===== src/rtl/mmae_pkg.sv =====
// shared constants, types and helpers of the matrix multiply/add engine
package mmae_pkg;

    localparam int MAX_DIM    = 8;
    localparam int ELEM_WIDTH = 16;

    localparam int IDX_W     = (MAX_DIM > 1) ? $clog2(MAX_DIM) : 1;
    localparam int ADDR_W    = 2 * IDX_W;
    localparam int MEM_DEPTH = MAX_DIM * MAX_DIM;

    localparam int DIM_W     = 4;
    localparam int CFG_IDX_W = 2;
    localparam int POS_W     = 3;
    localparam int VALUE_W   = 16;
    localparam int RES_W     = 35;
    localparam int PROD_W    = 2 * ELEM_WIDTH;
    localparam int SUM_SHIFT = 8;

    localparam int IN_FIELDS_W  = 2 * POS_W + VALUE_W;
    localparam int IN_TDATA_W   = ((IN_FIELDS_W + 7) / 8) * 8;
    localparam int OUT_FIELDS_W = 2 * POS_W + RES_W;
    localparam int OUT_TDATA_W  = ((OUT_FIELDS_W + 7) / 8) * 8;
    localparam int OUT_PAD_W    = OUT_TDATA_W - OUT_FIELDS_W;

    localparam logic [DIM_W-1:0] DIM_RESET = 4'd8;

    typedef enum logic [1:0] {
        OP_LOAD_A = 2'd0,
        OP_LOAD_B = 2'd1,
        OP_MUL    = 2'd2,
        OP_ADD    = 2'd3
    } t_op;

    localparam logic [CFG_IDX_W-1:0] REG_ROWS_A = 2'd0;
    localparam logic [CFG_IDX_W-1:0] REG_COLS_A = 2'd1;
    localparam logic [CFG_IDX_W-1:0] REG_ROWS_B = 2'd2;
    localparam logic [CFG_IDX_W-1:0] REG_COLS_B = 2'd3;

    // command word from the controller to the datapath
    typedef struct packed {
        logic                  wr_a;
        logic                  wr_b;
        logic [ADDR_W-1:0]     wr_addr;
        logic [ELEM_WIDTH-1:0] wr_data;
        logic                  rd_en;
        logic [ADDR_W-1:0]     addr_a;
        logic [ADDR_W-1:0]     addr_b;
        logic                  first;
        logic                  last_k;
        logic                  is_add;
        logic [POS_W-1:0]      row;
        logic [POS_W-1:0]      col;
        logic                  last;
        logic                  err_load;
    } t_dp_cmd;

    typedef struct packed {
        logic out_valid;
        logic res_loaded;
    } t_dp_stat;

    function automatic logic [DIM_W-1:0] clamp_dim(input logic [DIM_W-1:0] d);
        logic [DIM_W-1:0] r;
        if (d == '0) begin
            r = DIM_W'(1);
        end else if (int'(d) > MAX_DIM) begin
            r = DIM_W'(MAX_DIM);
        end else begin
            r = d;
        end
        return r;
    endfunction

endpackage


===== src/rtl/mmae_ctrl.sv =====
// controller: input handshake, configuration registers and loop sequencer
module mmae_ctrl (
    input  logic                                i_clk,
    input  logic                                i_rst_n,
    input  logic                                i_valid,
    output logic                                o_ready,
    input  logic [1:0]                          i_op,
    input  logic [mmae_pkg::POS_W-1:0]          i_row,
    input  logic [mmae_pkg::POS_W-1:0]          i_col,
    input  logic [mmae_pkg::VALUE_W-1:0]        i_value,
    input  logic                                i_cfg_wen,
    input  logic [mmae_pkg::CFG_IDX_W-1:0]      i_cfg_addr,
    input  logic [mmae_pkg::DIM_W-1:0]          i_cfg_wdata,
    output mmae_pkg::t_dp_cmd                   o_cmd,
    input  mmae_pkg::t_dp_stat                  i_stat
);
    import mmae_pkg::*;

    typedef enum logic [3:0] {
        S_IDLE  = 4'b0001,
        S_ISSUE = 4'b0010,
        S_WAIT  = 4'b0100,
        S_ERR   = 4'b1000
    } t_state;

    t_state r_state, n_state;
    logic [DIM_W-1:0] r_rows_a, r_cols_a, r_rows_b, r_cols_b;
    logic [IDX_W-1:0] r_i, n_i, r_j, n_j, r_k, n_k;
    logic             r_is_add, n_is_add;

    logic [DIM_W-1:0] ra, ca, rb, cb, kmax;
    logic             accept, in_range, last_k, last_i, last_j, can_issue;
    t_op              op;

    assign ra = clamp_dim(r_rows_a);
    assign ca = clamp_dim(r_cols_a);
    assign rb = clamp_dim(r_rows_b);
    assign cb = clamp_dim(r_cols_b);
    assign kmax = r_is_add ? DIM_W'(1) : ca;

    assign op       = t_op'(i_op);
    // no command is taken while reset is held
    assign o_ready  = i_rst_n && (r_state == S_IDLE);
    assign accept   = i_valid && o_ready;
    assign in_range = (int'(i_row) < MAX_DIM) && (int'(i_col) < MAX_DIM);

    assign last_k    = (DIM_W'(r_k) == kmax - DIM_W'(1));
    assign last_i    = (DIM_W'(r_i) == ra - DIM_W'(1));
    assign last_j    = (DIM_W'(r_j) == cb - DIM_W'(1));
    // the first read of an element waits for the output register to empty
    assign can_issue = (r_k != '0) || !i_stat.out_valid;

    always_ff @(posedge i_clk) begin
        if (!i_rst_n) begin
            r_rows_a <= DIM_RESET;
            r_cols_a <= DIM_RESET;
            r_rows_b <= DIM_RESET;
            r_cols_b <= DIM_RESET;
        end else if (i_cfg_wen) begin
            case (i_cfg_addr)
                REG_ROWS_A: r_rows_a <= i_cfg_wdata;
                REG_COLS_A: r_cols_a <= i_cfg_wdata;
                REG_ROWS_B: r_rows_b <= i_cfg_wdata;
                REG_COLS_B: r_cols_b <= i_cfg_wdata;
                default: ;
            endcase
        end
    end

    always_ff @(posedge i_clk) begin
        if (!i_rst_n) begin
            r_state  <= S_IDLE;
            r_i      <= '0;
            r_j      <= '0;
            r_k      <= '0;
            r_is_add <= 1'b0;
        end else begin
            r_state  <= n_state;
            r_i      <= n_i;
            r_j      <= n_j;
            r_k      <= n_k;
            r_is_add <= n_is_add;
        end
    end

    always_comb begin
        n_state  = r_state;
        n_i      = r_i;
        n_j      = r_j;
        n_k      = r_k;
        n_is_add = r_is_add;

        o_cmd          = '0;
        o_cmd.wr_addr  = {i_row[IDX_W-1:0], i_col[IDX_W-1:0]};
        o_cmd.wr_data  = ELEM_WIDTH'(i_value);
        o_cmd.addr_a   = r_is_add ? {r_i, r_j} : {r_i, r_k};
        o_cmd.addr_b   = r_is_add ? {r_i, r_j} : {r_k, r_j};
        o_cmd.first    = (r_k == '0);
        o_cmd.last_k   = last_k;
        o_cmd.is_add   = r_is_add;
        o_cmd.row      = POS_W'(r_i);
        o_cmd.col      = POS_W'(r_j);
        o_cmd.last     = last_i && last_j;

        case (r_state)
            S_IDLE: begin
                if (accept) begin
                    n_i = '0;
                    n_j = '0;
                    n_k = '0;
                    case (op)
                        OP_LOAD_A: o_cmd.wr_a = in_range;
                        OP_LOAD_B: o_cmd.wr_b = in_range;
                        OP_MUL: begin
                            n_is_add = 1'b0;
                            n_state  = (ca != rb) ? S_ERR : S_ISSUE;
                        end
                        OP_ADD: begin
                            n_is_add = 1'b1;
                            n_state  = (ra != rb || ca != cb) ? S_ERR : S_ISSUE;
                        end
                        default: ;
                    endcase
                end
            end
            S_ISSUE: begin
                if (can_issue) begin
                    o_cmd.rd_en = 1'b1;
                    if (last_k) begin
                        n_k     = '0;
                        n_state = S_WAIT;
                    end else begin
                        n_k = r_k + IDX_W'(1);
                    end
                end
            end
            S_WAIT: begin
                if (i_stat.res_loaded) begin
                    if (last_i && last_j) begin
                        n_state = S_IDLE;
                    end else begin
                        n_state = S_ISSUE;
                        if (last_j) begin
                            n_j = '0;
                            n_i = r_i + IDX_W'(1);
                        end else begin
                            n_j = r_j + IDX_W'(1);
                        end
                    end
                end
            end
            S_ERR: begin
                if (!i_stat.out_valid) begin
                    o_cmd.err_load = 1'b1;
                    n_state        = S_IDLE;
                end
            end
            default: n_state = S_IDLE;
        endcase
    end

endmodule


===== src/rtl/mmae_datapath.sv =====
// datapath: element stores, multiply-accumulate pipeline and output register
module mmae_datapath (
    input  logic                                i_clk,
    input  logic                                i_rst_n,
    input  mmae_pkg::t_dp_cmd                   i_cmd,
    output mmae_pkg::t_dp_stat                  o_stat,
    output logic                                o_valid,
    input  logic                                i_ready,
    output logic [mmae_pkg::POS_W-1:0]          o_row,
    output logic [mmae_pkg::POS_W-1:0]          o_col,
    output logic [mmae_pkg::RES_W-1:0]          o_result,
    output logic                                o_last,
    output logic                                o_size_error
);
    import mmae_pkg::*;

    typedef struct packed {
        logic             first;
        logic             last_k;
        logic             is_add;
        logic [POS_W-1:0] row;
        logic [POS_W-1:0] col;
        logic             last;
    } t_tag;

    logic [ELEM_WIDTH-1:0] r_mem_a [MEM_DEPTH];
    logic [ELEM_WIDTH-1:0] r_mem_b [MEM_DEPTH];

    logic signed [ELEM_WIDTH-1:0] r_a_q, r_b_q;
    logic signed [RES_W-1:0]      r_term, r_acc, n_acc;
    logic                         r_v1, r_v2;
    t_tag                         r_tag1, r_tag2, tag0;

    logic signed [PROD_W-1:0]     prod;
    logic signed [ELEM_WIDTH:0]   sum;
    logic signed [RES_W-1:0]      term;

    logic                         r_out_valid;
    logic [POS_W-1:0]             r_out_row, r_out_col;
    logic [RES_W-1:0]             r_out_result;
    logic                         r_out_last, r_out_err;
    logic                         res_load;

    always_ff @(posedge i_clk) begin
        if (i_cmd.wr_a) begin
            r_mem_a[i_cmd.wr_addr] <= i_cmd.wr_data;
        end
        if (i_cmd.wr_b) begin
            r_mem_b[i_cmd.wr_addr] <= i_cmd.wr_data;
        end
        if (i_cmd.rd_en) begin
            r_a_q <= r_mem_a[i_cmd.addr_a];
            r_b_q <= r_mem_b[i_cmd.addr_b];
        end
    end

    assign tag0 = '{first:  i_cmd.first,  last_k: i_cmd.last_k, is_add: i_cmd.is_add,
                    row:    i_cmd.row,    col:    i_cmd.col,    last:   i_cmd.last};

    assign prod = r_a_q * r_b_q;
    assign sum  = r_a_q + r_b_q;
    // add path is q8.8 sum moved up to q16.16
    assign term = r_tag1.is_add ? (RES_W'(sum) <<< SUM_SHIFT) : RES_W'(prod);

    assign n_acc    = r_tag2.first ? r_term : r_acc + r_term;
    assign res_load = r_v2 && r_tag2.last_k;

    always_ff @(posedge i_clk) begin
        if (!i_rst_n) begin
            r_v1 <= 1'b0;
            r_v2 <= 1'b0;
        end else begin
            r_v1 <= i_cmd.rd_en;
            r_v2 <= r_v1;
        end
    end

    always_ff @(posedge i_clk) begin
        if (i_cmd.rd_en) begin
            r_tag1 <= tag0;
        end
        if (r_v1) begin
            r_tag2 <= r_tag1;
            r_term <= term;
        end
        if (r_v2) begin
            r_acc <= n_acc;
        end
    end

    always_ff @(posedge i_clk) begin
        if (!i_rst_n) begin
            r_out_valid <= 1'b0;
        end else if (res_load || i_cmd.err_load) begin
            r_out_valid <= 1'b1;
        end else if (i_ready) begin
            r_out_valid <= 1'b0;
        end
    end

    always_ff @(posedge i_clk) begin
        if (i_cmd.err_load) begin
            r_out_row    <= '0;
            r_out_col    <= '0;
            r_out_result <= '0;
            r_out_last   <= 1'b1;
            r_out_err    <= 1'b1;
        end else if (res_load) begin
            r_out_row    <= r_tag2.row;
            r_out_col    <= r_tag2.col;
            r_out_result <= n_acc;
            r_out_last   <= r_tag2.last;
            r_out_err    <= 1'b0;
        end
    end

    assign o_stat.out_valid  = r_out_valid;
    assign o_stat.res_loaded = res_load;

    assign o_valid      = r_out_valid;
    assign o_row        = r_out_row;
    assign o_col        = r_out_col;
    assign o_result     = r_out_result;
    assign o_last       = r_out_last;
    assign o_size_error = r_out_err;

endmodule


===== src/rtl/matrix_multiply_add_engine_unit.sv =====
// top level of the matrix multiply/add engine
// usage:
//   the slave stream carries commands: tuser holds the opcode (load a, load b,
//   multiply, add), tdata holds row, column and the q8.8 element value.
//   a load transaction writes one store element.
//   a multiply or add transaction starts a run; the block emits every result
//   element row-major on the master stream as q19.16 with tlast on the last one,
//   or a single transaction with the size error flag when dimensions disagree.
//   dimensions come from four 4-bit registers on the write port (0 reads as 1,
//   above 8 reads as 8); write them only while no run is in progress.
// sequencing:
//   each result element takes cols_a store reads (one for add), then passes
//   the operand and term registers of the shared multiply-accumulate unit,
//   and a new element starts only once the output register is empty.
//   a mismatch result goes through the error state into the output register
//   once that register is empty.
//   new commands are taken once the last result sits in the output register.
// reset clears the dimension registers to 8 and empties the output register;
// the stores are not cleared. a stalled receiver holds the result and the run.
module matrix_multiply_add_engine_unit (
    input  logic                                   i_clk,
    input  logic                                   i_rst_n,
    input  logic                                   i_s_axis_tvalid,
    output logic                                   o_s_axis_tready,
    // row, col, value
    input  logic [mmae_pkg::IN_TDATA_W-1:0]        i_s_axis_tdata,
    // op
    input  logic [1:0]                             i_s_axis_tuser,
    output logic                                   o_m_axis_tvalid,
    input  logic                                   i_m_axis_tready,
    // out_row, out_col, result
    output logic [mmae_pkg::OUT_TDATA_W-1:0]       o_m_axis_tdata,
    output logic                                   o_m_axis_tlast,
    // size_error
    output logic                                   o_m_axis_tuser,
    input  logic                                   i_cfg_wen,
    input  logic [mmae_pkg::CFG_IDX_W-1:0]         i_cfg_addr,
    input  logic [mmae_pkg::DIM_W-1:0]             i_cfg_wdata
);
    import mmae_pkg::*;

    t_dp_cmd          cmd;
    t_dp_stat         stat;
    logic [POS_W-1:0] out_row, out_col;
    logic [RES_W-1:0] out_result;

    mmae_ctrl u_ctrl (
        .i_clk       (i_clk),
        .i_rst_n     (i_rst_n),
        .i_valid     (i_s_axis_tvalid),
        .o_ready     (o_s_axis_tready),
        .i_op        (i_s_axis_tuser),
        .i_row       (i_s_axis_tdata[POS_W-1:0]),
        .i_col       (i_s_axis_tdata[2*POS_W-1:POS_W]),
        .i_value     (i_s_axis_tdata[IN_FIELDS_W-1:2*POS_W]),
        .i_cfg_wen   (i_cfg_wen),
        .i_cfg_addr  (i_cfg_addr),
        .i_cfg_wdata (i_cfg_wdata),
        .o_cmd       (cmd),
        .i_stat      (stat)
    );

    mmae_datapath u_datapath (
        .i_clk        (i_clk),
        .i_rst_n      (i_rst_n),
        .i_cmd        (cmd),
        .o_stat       (stat),
        .o_valid      (o_m_axis_tvalid),
        .i_ready      (i_m_axis_tready),
        .o_row        (out_row),
        .o_col        (out_col),
        .o_result     (out_result),
        .o_last       (o_m_axis_tlast),
        .o_size_error (o_m_axis_tuser)
    );

    assign o_m_axis_tdata = {{OUT_PAD_W{1'b0}}, out_result, out_col, out_row};

endmodule


===== config.mk =====
export PLATFORM = sky130hd
export DESIGN_NAME = matrix_multiply_add_engine_unit
export DESIGN_NICKNAME = d
export VERILOG_FILES = /design/src/rtl/mmae_pkg.sv /design/src/rtl/mmae_ctrl.sv /design/src/rtl/mmae_datapath.sv /design/src/rtl/matrix_multiply_add_engine_unit.sv
export SDC_FILE = /design/constraint.sdc
export NUM_CORES = 2
export LEC_CHECK = 0
export ABC_AREA = 1
export BUFFER_PORTS_ARGS = -buffer_cell sky130_fd_sc_hd__buf_2
export CAP_MARGIN = 10
export CORE_ASPECT_RATIO = 1.2
export CORE_UTILIZATION = 50
export CTS_BUF_LIST = sky130_fd_sc_hd__clkbuf_2
export CTS_CLUSTER_DIAMETER = 150
export CTS_CLUSTER_SIZE = 12
export DETAILED_ROUTE_END_ITERATION = 10
export PLACE_DENSITY_LB_ADDON = 0.3
export SKIP_LAST_GASP = 1
export SLEW_MARGIN = 0
export SYNTH_ARGS = -nofsm -noshare
export SYNTH_HDL_FRONTEND = slang
export SYNTH_HIERARCHICAL = 1
export SYNTH_SLANG_ARGS = --single-unit

===== constraint.sdc =====
create_clock -name i_clk -period 6.85 [get_ports i_clk]
set_input_delay 1.7125 -clock i_clk [delete_from_list [all_inputs] [get_ports i_clk]]
set_output_delay 1.7125 -clock i_clk [all_outputs]
set_load 0.1 [all_outputs]

* After elaboration in Yosys (flattened, before gate mapping)
Memories as Yosys holds them, arrays and structs flattened. A register that Yosys moved wholly into a read port is not among the register bits. Cells that the tools add are included.
Storage, ports and cells: register bits after elaboration 165, memory bits (writable) 2048, input port bits 37, output and inout port bits 52, word-level logic and storage cells 149, memories 2
Cells by class: add/sub/neg operators 8, multipliers 1, order comparisons 4, equality and inequality tests 24, muxes and demuxes 50, reduce and logical (&&, ||, !) cells 29
Memories:
- u_datapath.r_mem_a | words 64, bits a word 16, rd ports 1, clocked after Yosys merged registers in 1, write ports 1, line mmae_datapath.sv:26 | logic [ELEM_WIDTH-1:0] r_mem_a [MEM_DEPTH];
- u_datapath.r_mem_b | words 64, bits a word 16, rd ports 1, clocked after Yosys merged registers in 1, write ports 1, line mmae_datapath.sv:27 | logic [ELEM_WIDTH-1:0] r_mem_b [MEM_DEPTH];
Operator list (count):
- 35-bit two-way mux | 2
- 4-bit two-way mux | 16
- 35-bit adder | 1
- 16-bit by 16-bit multiplier with 32-bit output | 1
- 3-bit two-way mux | 10
- 3-bit case mux with 2 select lines | 3
- 16-bit by 16-bit adder with 17-bit output | 1
- 4-bit greater-than comparator, second input constant | 4
- 4-bit zero test | 4
- 4-bit case mux with 4 select lines | 1
- 3-bit by 4-bit == test with 1-bit output | 3
- 1-bit two-way mux | 12
- 4-bit != test | 3
- 4-bit by 1-bit subtractor with 4-bit output, second input constant | 3
- 2-bit by 1-bit != test with 1-bit output, second input constant | 5
- 3-bit by 1-bit adder with 3-bit output, second input constant | 3
- 2-bit == test, second input constant | 4
- 4-bit case mux with 2 select lines | 1
- 2-bit AND reduction | 4
- 2-bit nonzero test | 4
- 2-bit two-way mux | 3
- 6-bit two-way mux | 1
- 3-bit AND reduction | 2
- 6-bit AND reduction | 1
- 16 further kinds | 24

* Longest topological paths before layout
depth after elaboration 9, gate-level depth with buffers 26, gate-level depth less buffers 25

* By module
The synthesis kept the hierarchy.
Modules (own cells, without submodules):
- mmae_datapath | instances 1, cells an instance 8502, area an instance 100020.9 um^2, seq. area each 65963.3 um^2
- mmae_ctrl | instances 1, cells an instance 364, area an instance 2319.7 um^2, seq. area each 600.6 um^2
- matrix_multiply_add_engine_unit | instances 1, cells an instance 8, area an instance 56.3 um^2, seq. area each 0.0 um^2

* Worst setup path before layout
No wires, ideal clock.
path type register to register, start point register u_datapath.r_a_q[15] (read register of u_datapath.r_mem_a), end point register u_datapath.r_term[33] (data pin), library setup time 258 ps, data arrival time 5581 ps, required time 6592 ps, setup slack 1012 ps, cell stages (with the launch flop) 22, path buffers 2, period minus slack after synthesis 5838 ps, path through edfxtp_1 > clkbuf_1 > clkbuf_1 > nand2_1 > inv_1 > fa_1 > fa_1 > fa_1 > fa_1 > inv_1 > fa_1 > inv_1 > fa_1 > ha_1 > inv_1 > nor3_1 > nand2_1 > or2_2 > nand3_1 > nand2_1 > nand3_1 > nand2_1
Between the ends: longest elaborated chain between the ends 2, elaborated cells between the ends (all ways) 3, classes of those cells add/sub (1); mul (1); mux (1)
Ends and longest elaborated chain:
- start: declaration | line mmae_datapath.sv:29 | logic signed [ELEM_WIDTH-1:0] r_a_q, r_b_q;
- 16-bit by 16-bit multiplier with 32-bit output / 16-bit by 16-bit adder with 17-bit output (equally long branches) | line mmae_datapath.sv:60, mmae_datapath.sv:61
- 35-bit two-way mux * | line mmae_datapath.sv:63 | assign term = r_tag1.is_add ? (RES_W'(sum) <<< SUM_SHIFT) : RES_W'(prod);
- end signal: assignment | line mmae_datapath.sv:84 | r_term <= term;
- end: declaration | line mmae_datapath.sv:30 | logic signed [RES_W-1:0] r_term, r_acc, n_acc;
Every way passes the cells marked *; elsewhere a longest branch is shown, timed or not. A chain may end at the register's enable or synchronous reset.

* Worst setup path in the final report
start point register u_datapath.r_a_q[10] (read register of u_datapath.r_mem_a), end point register u_datapath.r_term[21] (data pin)
Between the ends: longest elaborated chain between the ends 2, elaborated cells between the ends (all ways) 3, classes of those cells add/sub (1); mul (1); mux (1)
Ends and longest elaborated chain:
- 16-bit by 16-bit multiplier with 32-bit output / 16-bit by 16-bit adder with 17-bit output (equally long branches) | line mmae_datapath.sv:60, mmae_datapath.sv:61
- 35-bit two-way mux * | line mmae_datapath.sv:63
- via u_datapath.term[21] | line mmae_datapath.sv:36 | logic signed [RES_W-1:0] term;
Mark *: on every way through the listed nets, which the timed path passes. The rest lies on a longest branch.

==> results.py <==
metrics = {
    "critical_path": {
        "cp.arrival_ns": 7.99,
        "cp-end-kind": "register",
        "startpoint_type": "register",
        "critPathLaunch": "u_datapath/r_a_q[10]$_DFFE_PP_",
        "crit_type": "reg2reg",
        "r2r-start": "u_datapath/r_a_q[10]$_DFFE_PP_",
        "crit_required_ns": 8.32,
        "crit_fanout": 16,
    },
    "clock_network": {
        "cts_tree": "done",
        "postCtsResizedCells": 0,
        "cts_sinks": 2242,
        "max-clock-path-buffers": 3,
        "clk_latency_ns": 1.90,
        "clockRootBuffer": "clkbuf_2",
        "clk_pin_slew_ns": 0.21,
        "cts.htree.levels": 4,
        "cts_buffers": 204,
    },
    "global_routing": {
        "grt_max_degree": 224,
        "top_usage_layer": "met2",
        "grt_pass1_wl_mm": 422.1,
        "grt_use_total_pct": 27.18,
        "antenna_found_initial": 9,
        "grt_util_met2_pct": 44.43,
        "grt-ovfl-total": 0,
        "grt_pass1_vias": 67350,
        "use_met1_pct": 35.52,
        "grt.met3_usage_pct": 3.346,
    },
    "timing": {
        "setup_viol": 0,
        "final_max_slew_viol_count": 0,
        "fin_crit_ns": 6.525,
        "fmax_ghz": 0.1533,
        "tightest_slew_ns": 1.230,
        "setup_slack_ns": 0.3253,
        "finalCritPeriodShare_pct": 95.25,
        "setup-tns-final_ns": 0,
        "skew_ns": 0.1967,
        "whs_ns": 0.3739,
        "hold_viol": 0,
        "slew-limit-headroom_pct": 18.03,
        "grt_setup_unrepaired": "no",
    },
    "logic_synthesis": {
        "ys_warn_count": 6,
        "async_flop_share_pct": 0,
        "synth_edf_count": 2166,
        "yosysSeqAreaShare_pct": 65.01,
        "syn_area_mm2": 0.1024,
        "synth_area_per_cell_um2": 11.54,
        "ys.flop_type": "edfxtp_1",
        "synth_cell_type_count": 54,
        "synth_cells": 8874,
        "ys_seq_elements": 2242,
    },
    "floorplan": {
        "core_area_mm2": 0.2031,
        "start_util_pct": 50.41,
        "num_io_pins": 89,
        "rows": 181,
        "die_h_um": 497.7,
        "fp.dieW_um": 415.1,
        "die_area_mm2": 0.2066,
    },
    "final_layout": {
        "drive_above_1_share_pct": 8.475,
        "final_cells": 11570,
        "area_growth_pct": 5.132,
        "final_util_pct": 52.99,
        "fin_nets": 9320,
    },
    "placement": {
        "dp_hpwl_mm": 170.4,
        "place_inst": 11300,
        "dp_slack_ns": 0.4864,
        "portBuffers": 79,
        "gp_routability_congestion": 0.9068,
    },
    "power": {
        "power_density_mw_per_mm2": 470.5,
        "static-leakage-power_nw": 38.43,
        "vdd_drop_max_mv": 1.103,
    },
    "drt": {
        "drt_iter0_markers": 7785,
        "via_count": 69370,
        "postRouteAntennaNets": 0,
        "wl_per_cell_um": 24.73,
        "routed_wl_mm": 286.1,
        "drtPass1Iterations": 6,
        "drc_errors": 0,
        "viasPerCell": 5.995,
    },
    "run": {
        "drv_cap": 0,
    },
    "min_path": {
        "hold_path.startpoint": "i_s_axis_tdata[15]",
        "worstHoldPathType": "in2reg",
    },
    "run_status": {
        "status": "completed",
    },
}
[flip-flops by register name (all words and copies together) (netlist names), 4 cells and up]
register             cells
u_ctrl/r_cols_a          4
u_datapath/r_b_q        16
u_datapath/r_a_q        16
u_ctrl/r_cols_b          4
u_datapath/r_term       32
u_datapath/r_tag2        9
u_datapath/r_mem_b    1024
u_datapath/r_tag1       10
u_ctrl/r_rows_a          4
u_datapath/r_acc        35
u_datapath/r_mem_a    1024
u_ctrl/r_rows_b          4
u_ctrl/r_state           4
u_datapath/o_result     35
[synthesized netlist by cell type, types with 76 or more instances]
library cell,count,share of area (%)
o21ai_1,83,0.41
dfxtp_1,76,1.5
clkbuf_1,348,1.3
nand3_1,157,0.77
o21ai_0,1307,6.4
nor3_1,143,0.70
inv_1,623,2.3
o22ai_1,509,3.1
a21oi_1,175,0.86
fa_1,264,5.2
nor2_1,1359,5.0
o211ai_1,112,0.82
ha_1,140,1.7
edfxtp_1,2166,64
nand2_1,986,3.6
buf_2,98,0.48
[stage by stage]
step / power (W) / cell area, um2
after CTS: 0.05055 / 107600
final: 0.05065 / 107700
after detailed placement: 0.04562 / 106200
after floorplan: 0.03679 / 102400
after global routing: 0.05456 / 107600
after global placement: 0.04538 / 106200
[final timing paths]
check             cells past startpoint                                  end  slack [ns]
setup reg to reg                     18      u_datapath/r_term[21]$_DFFE_PP_        0.33
hold reg to reg                       0       u_datapath/r_tag2[9]$_DFFE_PP_        0.42
hold / removal                        1  u_datapath/r_mem_b[28][9]$_DFFE_PP_        0.37
setup / recovery                     18      u_datapath/r_term[21]$_DFFE_PP_        0.33
[final cells by class]
class	instances	area, um2
multi-input cells	5436	31370
diodes	9	22.52
clock buffers	221	1106
well taps	2653	3319
flip-flops and latches	2242	66580
fillers	17100	95490
clock inverters	15	117.6
inverters	642	2461
repair buffers	353	2678
[worst max-delay path: stages (launching register included)]
cell	delay (ns)
edfxtp_1	1.05
ha_1	0.27
inv_1	0.08
fa_1	0.54
inv_1	0.06
fa_1	0.60
fa_1	0.47
fa_1	0.47
fa_1	0.49
inv_1	0.05
fa_1	0.51
inv_1	0.06
ha_1	0.37
a21oi_1	0.24
o21ai_0	0.17
a21oi_1	0.23
nand3_1	0.17
o21ai_0	0.18
o21ai_0	0.19
[layout by cell type (no fill, tap or decap), types with 15 or more instances in the layout]
master         netlist  routed
edfxtp_1          2166    2166
nor2_1            1359    1352
o21ai_0           1307    1302
nand2_1            986     986
inv_1              623     618
o22ai_1            509     509
fa_1               264     264
buf_4               72     260
clkbuf_2             0     221
a21oi_1            175     175
nand3_1            157     153
ha_1               140     140
o211ai_1           112     112
nor3_2               0     110
o21ai_1             83      83
dfxtp_1             76      70
buf_2               98      63
o21bai_1            35      35
nor3_1             143      33
nand4_1             21      21
xnor2_1             21      21
dlygate4sd3_1        0      19
or2_2               18      18
a22o_1              18      18
inv_2                9      15
[power by group]
part / total (W) / leakage [nW] / internal [W] / switching (W)
Combinational: 0.0298 / 17.4 / 0.00936 / 0.0205
Sequential: 0.0159 / 20.1 / 0.0156 / 0.000268
Clock: 0.00498 / 0.984 / 0.000907 / 0.00407
Total: 0.0507 / 38.4 / 0.0259 / 0.0248
[what timing repair did]
action / in CTS / in global routing
endpoints found under the hold margin: 23 / 0
hold buffers: 19 / 0
setup buffers: 0 / 3
endpoints found under the setup margin: 0 / 1
[layer usage]
layer,part of all wire [%],routed length (um)
met1,39,111000
met5,0.025,72
met2,48,137500
met4,5.5,15840
met3,7.6,21630
[kinds of logic (layout without fill, tap and decap cells)]
kind of cell | Yosys count | in the layout | share of synthesized area (%)
AND/OR/NAND/NOR | 2725 | 2725 | 10.62
AO/OA/AOI/OAI | 2266 | 2266 | 12.19
flip-flops | 2242 | 2242 | 65.01
buffers and inverters | 1202 | 1231 | 5.018
adder cells (fa/ha/maj) | 404 | 404 | 6.872
XOR/XNOR | 34 | 34 | 0.2908
other | 1 | 16 | 0.003662
Power figures use the tool's default switching activity.
